$ cat config.mk
export PLATFORM = sky130hd
export DESIGN_NAME = periodic_timer_table_flat
export DESIGN_NICKNAME = d
export VERILOG_FILES = /design/src/hw/rtl/ptt_pkg.sv /design/src/hw/rtl/ptt_intf.sv /design/src/hw/rtl/ptt_datapath.sv /design/src/hw/rtl/ptt_ctrl.sv /design/src/hw/rtl/periodic_timer_table.sv /design/src/flat_wrapper.sv
export VERILOG_INCLUDE_DIRS = /design/src /design/src/hw/rtl
export SDC_FILE = /design/constraint.sdc
export NUM_CORES = 2
export LEC_CHECK = 0
export BUFFER_PORTS_ARGS = -buffer_cell sky130_fd_sc_hd__buf_2
export CAP_MARGIN = 0
export CORE_ASPECT_RATIO = 0.6
export CORE_MARGIN = 5
export CORE_UTILIZATION = 50
export CTS_BUF_LIST = sky130_fd_sc_hd__clkbuf_4 sky130_fd_sc_hd__clkbuf_8 sky130_fd_sc_hd__clkbuf_16
export DETAILED_ROUTE_END_ITERATION = 6
export GPL_ROUTABILITY_DRIVEN = 0
export PLACE_DENSITY = 0.63
export SLEW_MARGIN = 20
export SYNTH_ARGS = -nofsm -noshare
export SYNTH_HDL_FRONTEND = slang
export SYNTH_SLANG_ARGS = --single-unit
$ cat constraint.sdc
create_clock -name clock -period 18.17 [get_ports clock]
set_input_delay 1.817 -clock clock [delete_from_list [all_inputs] [get_ports clock]]
set_output_delay 1.817 -clock clock [all_outputs]
set_load 0.05 [all_outputs]
$ cat src/hw/rtl/periodic_timer_table_macros.svh
// Assertion macros used by the periodic timer table top module.
`ifndef PERIODIC_TIMER_TABLE_MACROS_SVH
`define PERIODIC_TIMER_TABLE_MACROS_SVH

// Same-cycle implication, checked outside reset.
`define PTT_ASSERT_IMP(lbl, ante, cons, msg) \
   lbl: assert property (@(posedge clock) disable iff (reset) (ante) |-> (cons)) \
      else $error(msg);

// Next-cycle implication, checked outside reset.
`define PTT_ASSERT_NXT(lbl, ante, cons, msg) \
   lbl: assert property (@(posedge clock) disable iff (reset) (ante) |=> (cons)) \
      else $error(msg);

`endif

$ cat src/hw/rtl/ptt_pkg.sv
// Types and constants of the periodic timer table.
package ptt_pkg;

   localparam int TIMER_SLOTS = 16;
   localparam int MAX_FIRES   = 16;
   localparam int SLOT_W      = (TIMER_SLOTS > 1) ? $clog2(TIMER_SLOTS) : 1;
   localparam int FIRE_W      = 5;
   localparam int DL_W        = 49;

   typedef enum logic [1:0] {
      OP_TICK  = 2'd0,
      OP_SET   = 2'd1,
      OP_KILL  = 2'd2,
      OP_QUERY = 2'd3
   } ptt_op_type;

   typedef enum logic [1:0] {
      ST_OK      = 2'd0,
      ST_BAD_ARG = 2'd1,
      ST_FULL    = 2'd2
   } ptt_status_type;

   typedef enum logic {
      KIND_FIRE = 1'b0,
      KIND_DONE = 1'b1
   } ptt_kind_type;

   typedef enum logic [3:0] {
      S_IDLE,
      S_DECODE,
      S_SCAN,
      S_SET_WR,
      S_TICK_START,
      S_MARK,
      S_FIND,
      S_FIND_END,
      S_FIRE,
      S_DONE
   } ptt_state_type;

   typedef struct packed {
      logic capture;
      logic idx_clr;
      logic idx_inc;
      logic idx_load_free;
      logic idx_load_best;
      logic scan;
      logic set_write;
      logic tick_start;
      logic mark;
      logic find_clr;
      logic find;
      logic fire;
      logic emit_done;
   } ptt_cmd_type;

   typedef struct packed {
      ptt_op_type op;
      logic       bad_arg;
      logic       last_idx;
      logic       best_found;
      logic       fire_cap;
      logic       out_free;
   } ptt_sts_type;

endpackage

$ cat src/hw/rtl/ptt_intf.sv
// Request and response channel interfaces of the periodic timer table.
interface ptt_req_if;
   logic        valid;
   logic        ready;
   logic [1:0]  opcode;
   logic [15:0] timer_id;
   logic [31:0] period;
   logic        fire_now;
   logic [47:0] current_time;

   modport source (output valid, opcode, timer_id, period, fire_now, current_time,
                   input ready);
   modport sink (input valid, opcode, timer_id, period, fire_now, current_time,
                 output ready);
endinterface

interface ptt_rsp_if;
   logic        valid;
   logic        ready;
   logic        result_kind;
   logic [15:0] fired_id;
   logic [1:0]  status;
   logic        found;
   logic [4:0]  fire_count;
   logic        last;

   modport source (output valid, result_kind, fired_id, status, found, fire_count, last,
                   input ready);
   modport sink (input valid, result_kind, fired_id, status, found, fire_count, last,
                 output ready);
endinterface

$ cat src/hw/rtl/ptt_datapath.sv
// Slot storage, scan registers and response register of the timer table.
module ptt_datapath (
   input  logic                clock,
   input  logic                reset,
   input  ptt_pkg::ptt_cmd_type cmd,
   output ptt_pkg::ptt_sts_type sts,
   input  logic [1:0]          req_opcode,
   input  logic [15:0]         req_timer_id,
   input  logic [31:0]         req_period,
   input  logic                req_fire_now,
   input  logic [47:0]         req_current_time,
   input  logic                rsp_ready,
   output logic                rsp_valid,
   output logic                rsp_result_kind,
   output logic [15:0]         rsp_fired_id,
   output logic [1:0]          rsp_status,
   output logic                rsp_found,
   output logic [4:0]          rsp_fire_count,
   output logic                rsp_last
);
   localparam int N = ptt_pkg::TIMER_SLOTS;
   localparam int SW = ptt_pkg::SLOT_W;
   localparam int DW = ptt_pkg::DL_W;
   localparam int FW = ptt_pkg::FIRE_W;

   ptt_pkg::ptt_op_type op_ff;
   logic [15:0]  id_ff;
   logic [31:0]  per_ff;
   logic         fnow_ff;
   logic [47:0]  now_ff;

   logic [N-1:0] valid_ff;
   logic [N-1:0] pend_ff;
   logic [15:0]  sid_ff  [N];
   logic [31:0]  sper_ff [N];
   logic [DW-1:0] sdl_ff [N];
   logic [31:0]  sseq_ff [N];
   logic [31:0]  seq_ff;

   logic [SW-1:0] idx_ff;
   logic          free_found_ff;
   logic [SW-1:0] free_idx_ff;
   logic          hit_ff;
   logic          best_found_ff;
   logic [SW-1:0] best_idx_ff;
   logic [DW-1:0] best_dl_ff;
   logic [31:0]   best_seq_ff;
   logic [FW-1:0] fired_ff;

   logic          rsp_valid_ff;
   logic          kind_ff;
   logic [15:0]   out_id_ff;
   logic [1:0]    out_status_ff;
   logic          out_found_ff;
   logic [FW-1:0] out_cnt_ff;
   logic          out_last_ff;

   logic          match;
   logic          scan_free;
   logic          better;
   logic          do_set;
   logic          out_free;
   logic [DW-1:0] now_ext;
   logic [DW-1:0] set_dl_in;
   logic [1:0]    done_status;

   assign now_ext  = {1'b0, now_ff};
   assign match    = valid_ff[idx_ff] && (sid_ff[idx_ff] == id_ff);
   // The slot under the scan is the first one that is free once a same-id timer is removed.
   assign scan_free = !free_found_ff && (!valid_ff[idx_ff] || match);
   assign better   = !best_found_ff || (sdl_ff[idx_ff] < best_dl_ff) ||
                     ((sdl_ff[idx_ff] == best_dl_ff) && (sseq_ff[idx_ff] < best_seq_ff));
   assign do_set   = cmd.set_write && free_found_ff;
   assign out_free = !rsp_valid_ff || rsp_ready;
   assign set_dl_in = fnow_ff ? now_ext : now_ext + {{(DW-32){1'b0}}, per_ff};

   always_comb begin
      if (op_ff != ptt_pkg::OP_SET) begin
         done_status = ptt_pkg::ST_OK;
      end else if (sts.bad_arg) begin
         done_status = ptt_pkg::ST_BAD_ARG;
      end else if (!free_found_ff) begin
         done_status = ptt_pkg::ST_FULL;
      end else begin
         done_status = ptt_pkg::ST_OK;
      end
   end

   assign sts.op         = op_ff;
   assign sts.bad_arg    = (op_ff == ptt_pkg::OP_SET) && ((id_ff == 16'd0) || (per_ff == 32'd0));
   assign sts.last_idx   = (idx_ff == SW'(N - 1));
   assign sts.best_found = best_found_ff;
   assign sts.fire_cap   = (fired_ff == FW'(ptt_pkg::MAX_FIRES));
   assign sts.out_free   = out_free;

   // Control registers.
   always_ff @(posedge clock) begin
      if (reset) begin
         valid_ff     <= '0;
         seq_ff       <= '0;
         idx_ff       <= '0;
         rsp_valid_ff <= 1'b0;
      end else begin
         if (cmd.scan && match && (op_ff != ptt_pkg::OP_QUERY)) begin
            valid_ff[idx_ff] <= 1'b0;
         end
         if (do_set) begin
            valid_ff[idx_ff] <= 1'b1;
         end
         if (cmd.tick_start || do_set || cmd.fire) begin
            seq_ff <= seq_ff + 32'd1;
         end
         if (cmd.idx_clr) begin
            idx_ff <= '0;
         end else if (cmd.idx_load_free) begin
            // The last slot of the scan may itself be the free one.
            idx_ff <= (cmd.scan && scan_free) ? idx_ff : free_idx_ff;
         end else if (cmd.idx_load_best) begin
            idx_ff <= best_idx_ff;
         end else if (cmd.idx_inc) begin
            idx_ff <= idx_ff + SW'(1);
         end
         if (cmd.fire || cmd.emit_done) begin
            rsp_valid_ff <= 1'b1;
         end else if (rsp_ready) begin
            rsp_valid_ff <= 1'b0;
         end
      end
   end

   // Payload and scan registers.
   always_ff @(posedge clock) begin
      if (cmd.capture) begin
         op_ff         <= ptt_pkg::ptt_op_type'(req_opcode);
         id_ff         <= req_timer_id;
         per_ff        <= req_period;
         fnow_ff       <= req_fire_now;
         now_ff        <= req_current_time;
         free_found_ff <= 1'b0;
         hit_ff        <= 1'b0;
      end
      if (cmd.scan) begin
         if (match) begin
            hit_ff <= 1'b1;
         end
         if (scan_free) begin
            free_found_ff <= 1'b1;
            free_idx_ff   <= idx_ff;
         end
      end
      if (do_set) begin
         sid_ff[idx_ff]  <= id_ff;
         sper_ff[idx_ff] <= per_ff;
         sdl_ff[idx_ff]  <= set_dl_in;
         sseq_ff[idx_ff] <= seq_ff + 32'd1;
      end
      if (cmd.tick_start) begin
         fired_ff <= '0;
      end
      if (cmd.mark) begin
         pend_ff[idx_ff] <= valid_ff[idx_ff] && (sdl_ff[idx_ff] <= now_ext);
      end
      if (cmd.find_clr) begin
         best_found_ff <= 1'b0;
      end
      if (cmd.find && pend_ff[idx_ff] && better) begin
         best_found_ff <= 1'b1;
         best_idx_ff   <= idx_ff;
         best_dl_ff    <= sdl_ff[idx_ff];
         best_seq_ff   <= sseq_ff[idx_ff];
      end
      if (cmd.fire) begin
         pend_ff[idx_ff] <= 1'b0;
         sdl_ff[idx_ff]  <= sdl_ff[idx_ff] + {{(DW-32){1'b0}}, sper_ff[idx_ff]};
         sseq_ff[idx_ff] <= seq_ff + 32'd1;
         fired_ff        <= fired_ff + FW'(1);
         kind_ff         <= ptt_pkg::KIND_FIRE;
         out_id_ff       <= sid_ff[idx_ff];
         out_status_ff   <= ptt_pkg::ST_OK;
         out_found_ff    <= 1'b0;
         out_cnt_ff      <= '0;
         out_last_ff     <= 1'b0;
      end
      if (cmd.emit_done) begin
         kind_ff       <= ptt_pkg::KIND_DONE;
         out_id_ff     <= (op_ff == ptt_pkg::OP_TICK) ? 16'd0 : id_ff;
         out_status_ff <= done_status;
         out_found_ff  <= (op_ff == ptt_pkg::OP_QUERY) && hit_ff;
         out_cnt_ff    <= (op_ff == ptt_pkg::OP_TICK) ? fired_ff : '0;
         out_last_ff   <= 1'b1;
      end
   end

   assign rsp_valid       = rsp_valid_ff;
   assign rsp_result_kind = kind_ff;
   assign rsp_fired_id    = out_id_ff;
   assign rsp_status      = out_status_ff;
   assign rsp_found       = out_found_ff;
   assign rsp_fire_count  = out_cnt_ff;
   assign rsp_last        = out_last_ff;
endmodule

$ cat src/hw/rtl/ptt_ctrl.sv
// Sequencer state machine of the periodic timer table.
module ptt_ctrl (
   input  logic                 clock,
   input  logic                 reset,
   input  logic                 req_valid,
   output logic                 req_ready,
   input  ptt_pkg::ptt_sts_type sts,
   output ptt_pkg::ptt_cmd_type cmd
);
   ptt_pkg::ptt_state_type state_ff;
   ptt_pkg::ptt_state_type state_in;

   always_ff @(posedge clock) begin
      if (reset) begin
         state_ff <= ptt_pkg::S_IDLE;
      end else begin
         state_ff <= state_in;
      end
   end

   always_comb begin
      state_in = state_ff;
      unique case (state_ff)
         ptt_pkg::S_IDLE: begin
            if (req_valid) state_in = ptt_pkg::S_DECODE;
         end
         ptt_pkg::S_DECODE: begin
            if (sts.op == ptt_pkg::OP_TICK) begin
               state_in = ptt_pkg::S_TICK_START;
            end else if (sts.bad_arg) begin
               state_in = ptt_pkg::S_DONE;
            end else begin
               state_in = ptt_pkg::S_SCAN;
            end
         end
         ptt_pkg::S_SCAN: begin
            if (sts.last_idx) begin
               state_in = (sts.op == ptt_pkg::OP_SET) ? ptt_pkg::S_SET_WR : ptt_pkg::S_DONE;
            end
         end
         ptt_pkg::S_SET_WR:     state_in = ptt_pkg::S_DONE;
         ptt_pkg::S_TICK_START: state_in = ptt_pkg::S_MARK;
         ptt_pkg::S_MARK: begin
            if (sts.last_idx) state_in = ptt_pkg::S_FIND;
         end
         ptt_pkg::S_FIND: begin
            if (sts.last_idx) state_in = ptt_pkg::S_FIND_END;
         end
         ptt_pkg::S_FIND_END: begin
            state_in = (sts.best_found && !sts.fire_cap) ? ptt_pkg::S_FIRE : ptt_pkg::S_DONE;
         end
         ptt_pkg::S_FIRE: begin
            if (sts.out_free) state_in = ptt_pkg::S_FIND;
         end
         ptt_pkg::S_DONE: begin
            if (sts.out_free) state_in = ptt_pkg::S_IDLE;
         end
         default: state_in = ptt_pkg::S_IDLE;
      endcase
   end

   always_comb begin
      cmd       = '0;
      req_ready = 1'b0;
      unique case (state_ff)
         ptt_pkg::S_IDLE: begin
            req_ready   = 1'b1;
            cmd.capture = req_valid;
            cmd.idx_clr = req_valid;
         end
         ptt_pkg::S_DECODE: ;
         ptt_pkg::S_SCAN: begin
            cmd.scan          = 1'b1;
            cmd.idx_inc       = 1'b1;
            cmd.idx_load_free = sts.last_idx;
         end
         ptt_pkg::S_SET_WR:     cmd.set_write = 1'b1;
         ptt_pkg::S_TICK_START: cmd.tick_start = 1'b1;
         ptt_pkg::S_MARK: begin
            cmd.mark     = 1'b1;
            cmd.idx_inc  = !sts.last_idx;
            cmd.idx_clr  = sts.last_idx;
            cmd.find_clr = sts.last_idx;
         end
         ptt_pkg::S_FIND: begin
            cmd.find    = 1'b1;
            cmd.idx_inc = 1'b1;
         end
         ptt_pkg::S_FIND_END: cmd.idx_load_best = 1'b1;
         ptt_pkg::S_FIRE: begin
            cmd.fire     = sts.out_free;
            cmd.idx_clr  = sts.out_free;
            cmd.find_clr = sts.out_free;
         end
         ptt_pkg::S_DONE: cmd.emit_done = sts.out_free;
         default: ;
      endcase
   end
endmodule

$ cat src/hw/rtl/periodic_timer_table.sv
// A slot walk visits one of the sixteen slots per cycle. Kill, query and a well-formed set
// make one walk (a set then writes its slot); a set with a bad argument makes none. A tick
// makes a marking pass, then search passes, each followed by firing the timer found,
// until none is due or 16 have fired. Fire and completion steps stall while rsp is held.
// One item at a time; the next can be accepted in the cycle the completion word first shows.
// Synchronous active-high reset clears valid bits, sequence counter, index, rsp valid, state.
module periodic_timer_table (
   input logic       clock,
   input logic       reset,
   ptt_req_if.sink   req,
   ptt_rsp_if.source rsp
);
`include "periodic_timer_table_macros.svh"

   // Command and status between the sequencer and the datapath.
   ptt_pkg::ptt_cmd_type cmd;
   ptt_pkg::ptt_sts_type sts;

   // Shape checks on the response word.
   logic fire_word_ok;
   logic count_in_cap;

   // The sequencer walks the slot table one entry per cycle: one pass for
   // kill, query or a well-formed set, and for a tick one pass to mark due
   // timers followed by one search pass per fired timer and a last one.
   ptt_ctrl u_ctrl (
      .clock     (clock),
      .reset     (reset),
      .req_valid (req.valid),
      .req_ready (req.ready),
      .sts       (sts),
      .cmd       (cmd)
   );

   // The datapath holds the slots, the scan registers and the response word
   // register, which keeps each result until the sink takes it.
   ptt_datapath u_dp (
      .clock            (clock),
      .reset            (reset),
      .cmd              (cmd),
      .sts              (sts),
      .req_opcode       (req.opcode),
      .req_timer_id     (req.timer_id),
      .req_period       (req.period),
      .req_fire_now     (req.fire_now),
      .req_current_time (req.current_time),
      .rsp_ready        (rsp.ready),
      .rsp_valid        (rsp.valid),
      .rsp_result_kind  (rsp.result_kind),
      .rsp_fired_id     (rsp.fired_id),
      .rsp_status       (rsp.status),
      .rsp_found        (rsp.found),
      .rsp_fire_count   (rsp.fire_count),
      .rsp_last         (rsp.last)
   );

   assign fire_word_ok = (rsp.result_kind == ptt_pkg::KIND_FIRE) &&
                         (rsp.status == ptt_pkg::ST_OK);
   assign count_in_cap = (rsp.fire_count <= 5'(ptt_pkg::MAX_FIRES));

   // Only the completion word closes an item, and fire words always carry status OK.
   `PTT_ASSERT_IMP(a_fire_not_last, rsp.valid && !rsp.last, fire_word_ok, "fire word malformed")
   // The block takes no new word right after accepting one.
   `PTT_ASSERT_NXT(a_busy_after_accept, req.valid && req.ready, !req.ready, "accepted twice")
   // A tick never reports more fires than the cap.
   `PTT_ASSERT_IMP(a_fire_cap, rsp.valid && rsp.last, count_in_cap, "fire count beyond cap")
endmodule
$ cat src/flat_wrapper.sv
// flat-port wrapper written by rule: the top's interface ports become plain ports
module periodic_timer_table_flat 
  (clock, reset, req_valid, req_opcode, req_timer_id, req_period, req_fire_now, req_current_time, req_ready, rsp_valid, rsp_result_kind, rsp_fired_id, rsp_status, rsp_found, rsp_fire_count, rsp_last, rsp_ready);
  ptt_req_if req_i ();
  ptt_rsp_if rsp_i ();
  input logic clock;
  input logic reset;
  input wire logic [$bits(req_i.valid)-1:0] req_valid;
  input wire logic [$bits(req_i.opcode)-1:0] req_opcode;
  input wire logic [$bits(req_i.timer_id)-1:0] req_timer_id;
  input wire logic [$bits(req_i.period)-1:0] req_period;
  input wire logic [$bits(req_i.fire_now)-1:0] req_fire_now;
  input wire logic [$bits(req_i.current_time)-1:0] req_current_time;
  output wire logic [$bits(req_i.ready)-1:0] req_ready;
  output wire logic [$bits(rsp_i.valid)-1:0] rsp_valid;
  output wire logic [$bits(rsp_i.result_kind)-1:0] rsp_result_kind;
  output wire logic [$bits(rsp_i.fired_id)-1:0] rsp_fired_id;
  output wire logic [$bits(rsp_i.status)-1:0] rsp_status;
  output wire logic [$bits(rsp_i.found)-1:0] rsp_found;
  output wire logic [$bits(rsp_i.fire_count)-1:0] rsp_fire_count;
  output wire logic [$bits(rsp_i.last)-1:0] rsp_last;
  input wire logic [$bits(rsp_i.ready)-1:0] rsp_ready;
  assign req_i.valid = req_valid;
  assign req_i.opcode = req_opcode;
  assign req_i.timer_id = req_timer_id;
  assign req_i.period = req_period;
  assign req_i.fire_now = req_fire_now;
  assign req_i.current_time = req_current_time;
  assign req_ready = req_i.ready;
  assign rsp_valid = rsp_i.valid;
  assign rsp_result_kind = rsp_i.result_kind;
  assign rsp_fired_id = rsp_i.fired_id;
  assign rsp_status = rsp_i.status;
  assign rsp_found = rsp_i.found;
  assign rsp_fire_count = rsp_i.fire_count;
  assign rsp_last = rsp_i.last;
  assign rsp_i.ready = rsp_ready;
  periodic_timer_table u_core (.clock(clock), .reset(reset), .req(req_i), .rsp(rsp_i));
endmodule
Word level (Yosys, flattened, before mapping) --
Memory sizes are Yosys's and may differ from the RTL's. A register that Yosys moved wholly into a read port is not among the register bits. Index checks and enable logic that the tools add are counted.
Storage, ports and cells: flip-flop bits (word level) 294, RAM bits 2064, bits of input ports 103, output and inout port bits 28, memories kept 4
Memory list:
- u_core.u_dp.sdl_ff | depth 16, width 49, rd ports 1, clocked after memory_dff 1, wr ports 1, RTL line ptt_datapath.sv:36 | logic [DW-1:0] sdl_ff [N];
- u_core.u_dp.sper_ff | depth 16, width 32, rd ports 1, clocked after memory_dff 1, wr ports 1, RTL line ptt_datapath.sv:35 | logic [31:0] sper_ff [N];
- u_core.u_dp.sseq_ff | depth 16, width 32, rd ports 1, clocked after memory_dff 1, wr ports 1, RTL line ptt_datapath.sv:37 | logic [31:0] sseq_ff [N];
- u_core.u_dp.sid_ff | depth 16, width 16, rd ports 1, clocked after memory_dff 1, wr ports 1, RTL line ptt_datapath.sv:34 | logic [15:0] sid_ff [N];
Cells by class: add/sub/neg operators 5, $lt $le $gt $ge 5, equality and inequality tests 24, muxes and demuxes 79, bitwise logic cells 6, reductions and logical operators 41
Operators with widths (count):
- $mux 16 | 8
- $mux 49 | 2
- $mux 4 | 21
- $add 48x32->49 | 1
- $add 49x32->49 | 1
- $eq 49x49->1 | 1
- $le 49x48->1 | 1
- $lt 49x49->1 | 1
- $pmux 4 s10 | 1
- $add 32x1->32 const B | 1
- $and 16x16->16 | 2
- $logic_not 32->1 | 1
- $lt 32x32->1 | 1
- $mux 32 | 1
- $mux 1 | 29
- $mux 5 | 5
- $bwmux 16 | 1
- $eq 16x16->1 | 1
- $eq 4x3->1 const B | 4
- $logic_not 16->1 | 1
- $ne 2x2->1 const B | 8
- $not 16->16 | 1
- $or 16x16->16 | 1
- $logic_and 1x1->1 | 14
- other kinds (26) | 52

Longest topological paths before layout --
depth after elaboration 10, gate-level depth with buffers 26

Hierarchy --
Synthesis repeated with hierarchy kept, for this count alone.
Second synthesis, totals: cells, all modules 4911, area total of the unflattened synthesis 96915.4 µm²
Modules (own cells, without submodules):
- ptt_datapath | times used 1, cells an instance 4845, area an instance 96467.5 µm², seq. area each 70037.2 µm²
- ptt_ctrl | times used 1, cells an instance 66, area an instance 447.9 µm², seq. area each 80.1 µm²

Worst setup path before layout --
No wires, ideal clock.
kind register to register, start point register with a tool-made name, end point register u_core.u_dp.best_dl_ff[0] (read register of u_core.u_dp.sdl_ff), enable pin, setup time 556 ps, data arrival time 8971 ps, data required time 17614 ps, slack 8642 ps, stages on the path, launching flop included 20, buffers on the path 8, cells stage by stage dfxtp_1 buf_6 buf_6 buf_8 buf_6 buf_6 buf_4 buf_2 buf_1 mux4_2 mux4_2 ha_1 and4_1 a2111oi_0 o211ai_1 a41o_1 a221oi_1 a2111oi_0 o21a_1 a21oi_1
RTL lines:
- to (decl) | RTL line ptt_datapath.sv:46 | logic [DW-1:0] best_dl_ff;

==> metrics.md <==
| Metric | Value |
|---|---|
| Share of layout cells above drive strength 1 | 23.8% |
| Number of resized instances in the post-cts repair step | 0 |
| TritonCTS clock tree | yes |
| Setup repair after global routing missed its margin | no |
| Cell chain of the critical path | buf_4 -> buf_12 -> mux4_2 -> mux4_2 -> ha_1 -> o21a_1 -> o31a_1 -> o31ai_1 -> a21boi_0 -> a31o_2 -> a21o_1 -> nand4_1 -> a21oi_1 -> xnor2_1 -> o22ai_1 |
| H-Tree Level Count | 4 |
| Post-Route M1 WL | 111 mm |
| Vias per inst | 6.27 |
| CTS clk-pin slew, worst paths | 0.07 ns |
| Max-slew violation count | 0 |
| Worst hold path class | reg2reg |
| Synth async-reset ratio | 0% |
| Die span in x | 580 µm |
| Relative slew margins | 23.9% |
| Routed met2 length | 106 mm |
| Remaining Overflow, GRT | 0 |
| Critical Path Fanout Max | 82 |
| Combined global-route utilization of all metal layers | 24.0% |
| Number of maximum-capacitance constraint violations | 0 |
| Yosys warns | 0 |
| Buffer depth of the longest clock path | 4 |
| Number of buffers inserted by hold repair at cts | 0 |
| FF+latch area | 70,100 µm² |
| Mean cell area of the mapped netlist | 19.3 µm² |
| Required time worst endpoint | 18.66 ns |
| Quantity of I/O buffers inserted on ports | 130 |
| Detailed placement HPWL | 139 mm |
| Final routed DRC violation total | 0 |
| Crit path max-delay family | compound AO/OA/AOI/OAI gates |
| DRC violation total after the first TritonRoute iteration | 5,704 |
| CP max stage delay | 0.82 ns |
| Highest clock frequency the design can meet | 122 MHz |
| Wire length of the first global-routing pass | 353 mm |
| Effective utilization at floorplan | 50.3% |
| Number of unique standard cell types used by synthesis | 86 |
| Fin Clk Skew | 0.0652 ns |
| Worst skew pair latency | 0.85 ns |
| Total via count in the routed design | 50,500 |
| Worst endpoint data arrival time | 8.67 ns |
| Fin nets | 5,591 |
| Time the worst path needs with I/O delays and setup | 8.18 ns |
| Area growth, synth to finish | 11.3% |
| Library cell used as clock root buffer | clkbuf_16 |
| Top_reg_cell synth | edfxtp_1 |
| Period utilisation layout | 45.0% |
| Cell type contributing the most total cell area after synthesis | edfxtp_1 |
| Total negative slack | 0 ns |
| Total buffers and inverters traversed by the critical path | 2 |
| Number of rows in the core area | 125 |
| Vias in the first global route | 48,700 |
| Worst R2R Setup Slack | 9.99 ns |
| Count of mapped cells out of synthesis | 5,039 |
| Leading cell type in the layout, fill and taps excluded | edfxtp_1 |
| Num CTS Buffers | 214 |
| Most prevalent standard cell on the critical path | mux4_2 |
| Post-CTS setup-driven buffer insertion count | 0 |
| Initial antenna violation count | 2 |
| Commonest cells after routing, fill and taps aside | edfxtp_1 (2,281), mux4_2 (603), clkbuf_16 (215), ha_1 (199), nand2_1 (174) |
| Largest net degree at the start of global routing | 113 |
| Critical Setup Path Class | reg2reg |
| Biggest area contributors in the synthesized netlist | edfxtp_1 (70%), mux4_2 (14%), ha_1 (2.6%) |
| Area share of the largest cell type after synthesis | 70.4% |
| Flop and latch count out of synthesis | 2,362 |
| Pwr Density | 143 nW/µm² |
| Slew @ Worst Pin | 1.13 ns |
| Critical Path Source Type | register |
| Count of flip-flops with a built-in enable after synthesis | 2,281 |
| Post-layout util | 56.0% |
| Final wirelength | 246 mm |
| Area used by multi-input combinational logic | 25,900 µm² |
| Count of final setup violators | 0 |
| IR Drop Worst-Case VDD | 90.3 µV |
| Post-synth net total | 5,343 |
| Outcome | finished, final reports clean |
| Total leakage power | 35.5 nW |
| Fill cell count | 14,500 |
| Total die area | 204,000 µm² |
| Critical path's slowest cell | a21boi_0 |
| Area of the placeable core | 193,000 µm² |
| CP endpoint kind | register |
| Sink count of the clock tree | 2,362 |
| Topmost layer with routed signal wires | met4 |
| Mapped cell area | 97,300 µm² |
| Top-level port count | 131 |
| Antenna Nets Post-Route | 0 |
| Met3 wirelength from detailed routing | 24.4 mm |
| Sequential area share after synthesis | 72.1% |
| Height of the die | 352 µm |
| Routed wire length per instance | 30.6 µm |
| Hold Vio Cnt, Final | 0 |
| Detailed-router iteration count before antenna repair | 6 |
cells by family after synthesis:
family | Yosys count | synth area share [%]
adder cells (fa/ha/maj) | 201 | 2.60
AND/OR/NAND/NOR | 674 | 3.40
AO/OA/AOI/OAI | 557 | 3.59
buffers and inverters | 380 | 1.73
multiplexers | 708 | 15.2
XOR/XNOR | 157 | 1.41
flip-flops | 2362 | 72.1
through the flow:
stage                     cells  power (W)  hold slack, ns  instance area (µm²)  setup WS, ns
after floorplan            5039    0.00977           0.440                97300          8.64
after CTS                  8046     0.0155           0.472               108000         10.04
final                      8054     0.0155           0.466               108000          9.99
after global placement     7670     0.0111           0.453               101000          9.99
after global routing       8051     0.0161           0.498               108000          9.66
after detailed placement   7670     0.0111           0.462               101000         10.08
layer usage:
metal / GRT usage, % / vias to the layer above
li1: - / 21100
met3: 5.64 / 312
met1: 38.3 / 26700
met2: 34.1 / 2393
met5: 0 / -
met4: 4.44 / 0
tightest hold or removal path, cell delays in order, from the launching register on:
cell     delay (ns)
dfxtp_1        0.32
nand2_1        0.06
nand2_1        0.05
flip-flops by register name (all words and copies together) (netlist names), 15 cells and up, named ones only:
signal	count
u_core.u_dp.sper_ff	512
u_core.u_dp.valid_ff	15
u_core.u_dp.seq_ff	32
u_core.u_dp.pend_ff	16
u_core.u_dp.id_ff	16
u_core.u_dp.best_seq_ff	32
u_core.u_dp.per_ff	32
u_core.u_dp.now_ff	48
u_core.u_dp.rsp_fired_id	16
u_core.u_dp.sdl_ff	784
u_core.u_dp.best_dl_ff	49
u_core.u_dp.sseq_ff	512
u_core.u_dp.sid_ff	256
cell usage after synthesis (38+ instances only):
library cell / instances
a21o_1: 79
and3_1: 40
xnor2_1: 71
mux4_2: 603
ha_1: 199
buf_2: 47
dfxtp_1: 81
edfxtp_1: 2281
nand2_1: 174
nand3_1: 73
mux2i_1: 79
xor2_1: 86
o21ai_0: 137
inv_1: 165
a21oi_1: 156
nor2_1: 168
clkbuf_1: 96
buf_1: 40
nand4_1: 38
final timing paths:
check	from	endpoint	cells past startpoint
setup / recovery	register	u_core.u_dp.sdl_ff[12][48]	15
hold / removal	u_core.u_dp.rsp_last	u_core.u_dp.rsp_last	2
setup reg to reg	register	u_core.u_dp.sdl_ff[12][48]	15
hold reg to reg	u_core.u_dp.rsp_last	u_core.u_dp.rsp_last	2
cell type report:
class | instances | area share [%]
Inverter | 167 | 0.590
Clock inverter | 104 | 0.774
Clock buffer | 272 | 5.39
Multi-Input combinational cell | 2297 | 23.9
Sequential cell | 2362 | 64.8
Timing Repair Buffer | 245 | 1.53
Tap cell | 2603 | 3.01
Antenna cell | 4 | 0.00924
report_power, final:
group / switching, W / internal (W) / leakage (nW) / total (W)
sequential: 0.000295 / 0.00668 / 21.8 / 0.00698
combinational: 0.00252 / 0.00159 / 10.4 / 0.00411
clock: 0.00194 / 0.00243 / 3.34 / 0.00438
total: 0.00476 / 0.0107 / 35.5 / 0.0155
Note: power is estimated with default switching activity, not from simulation.
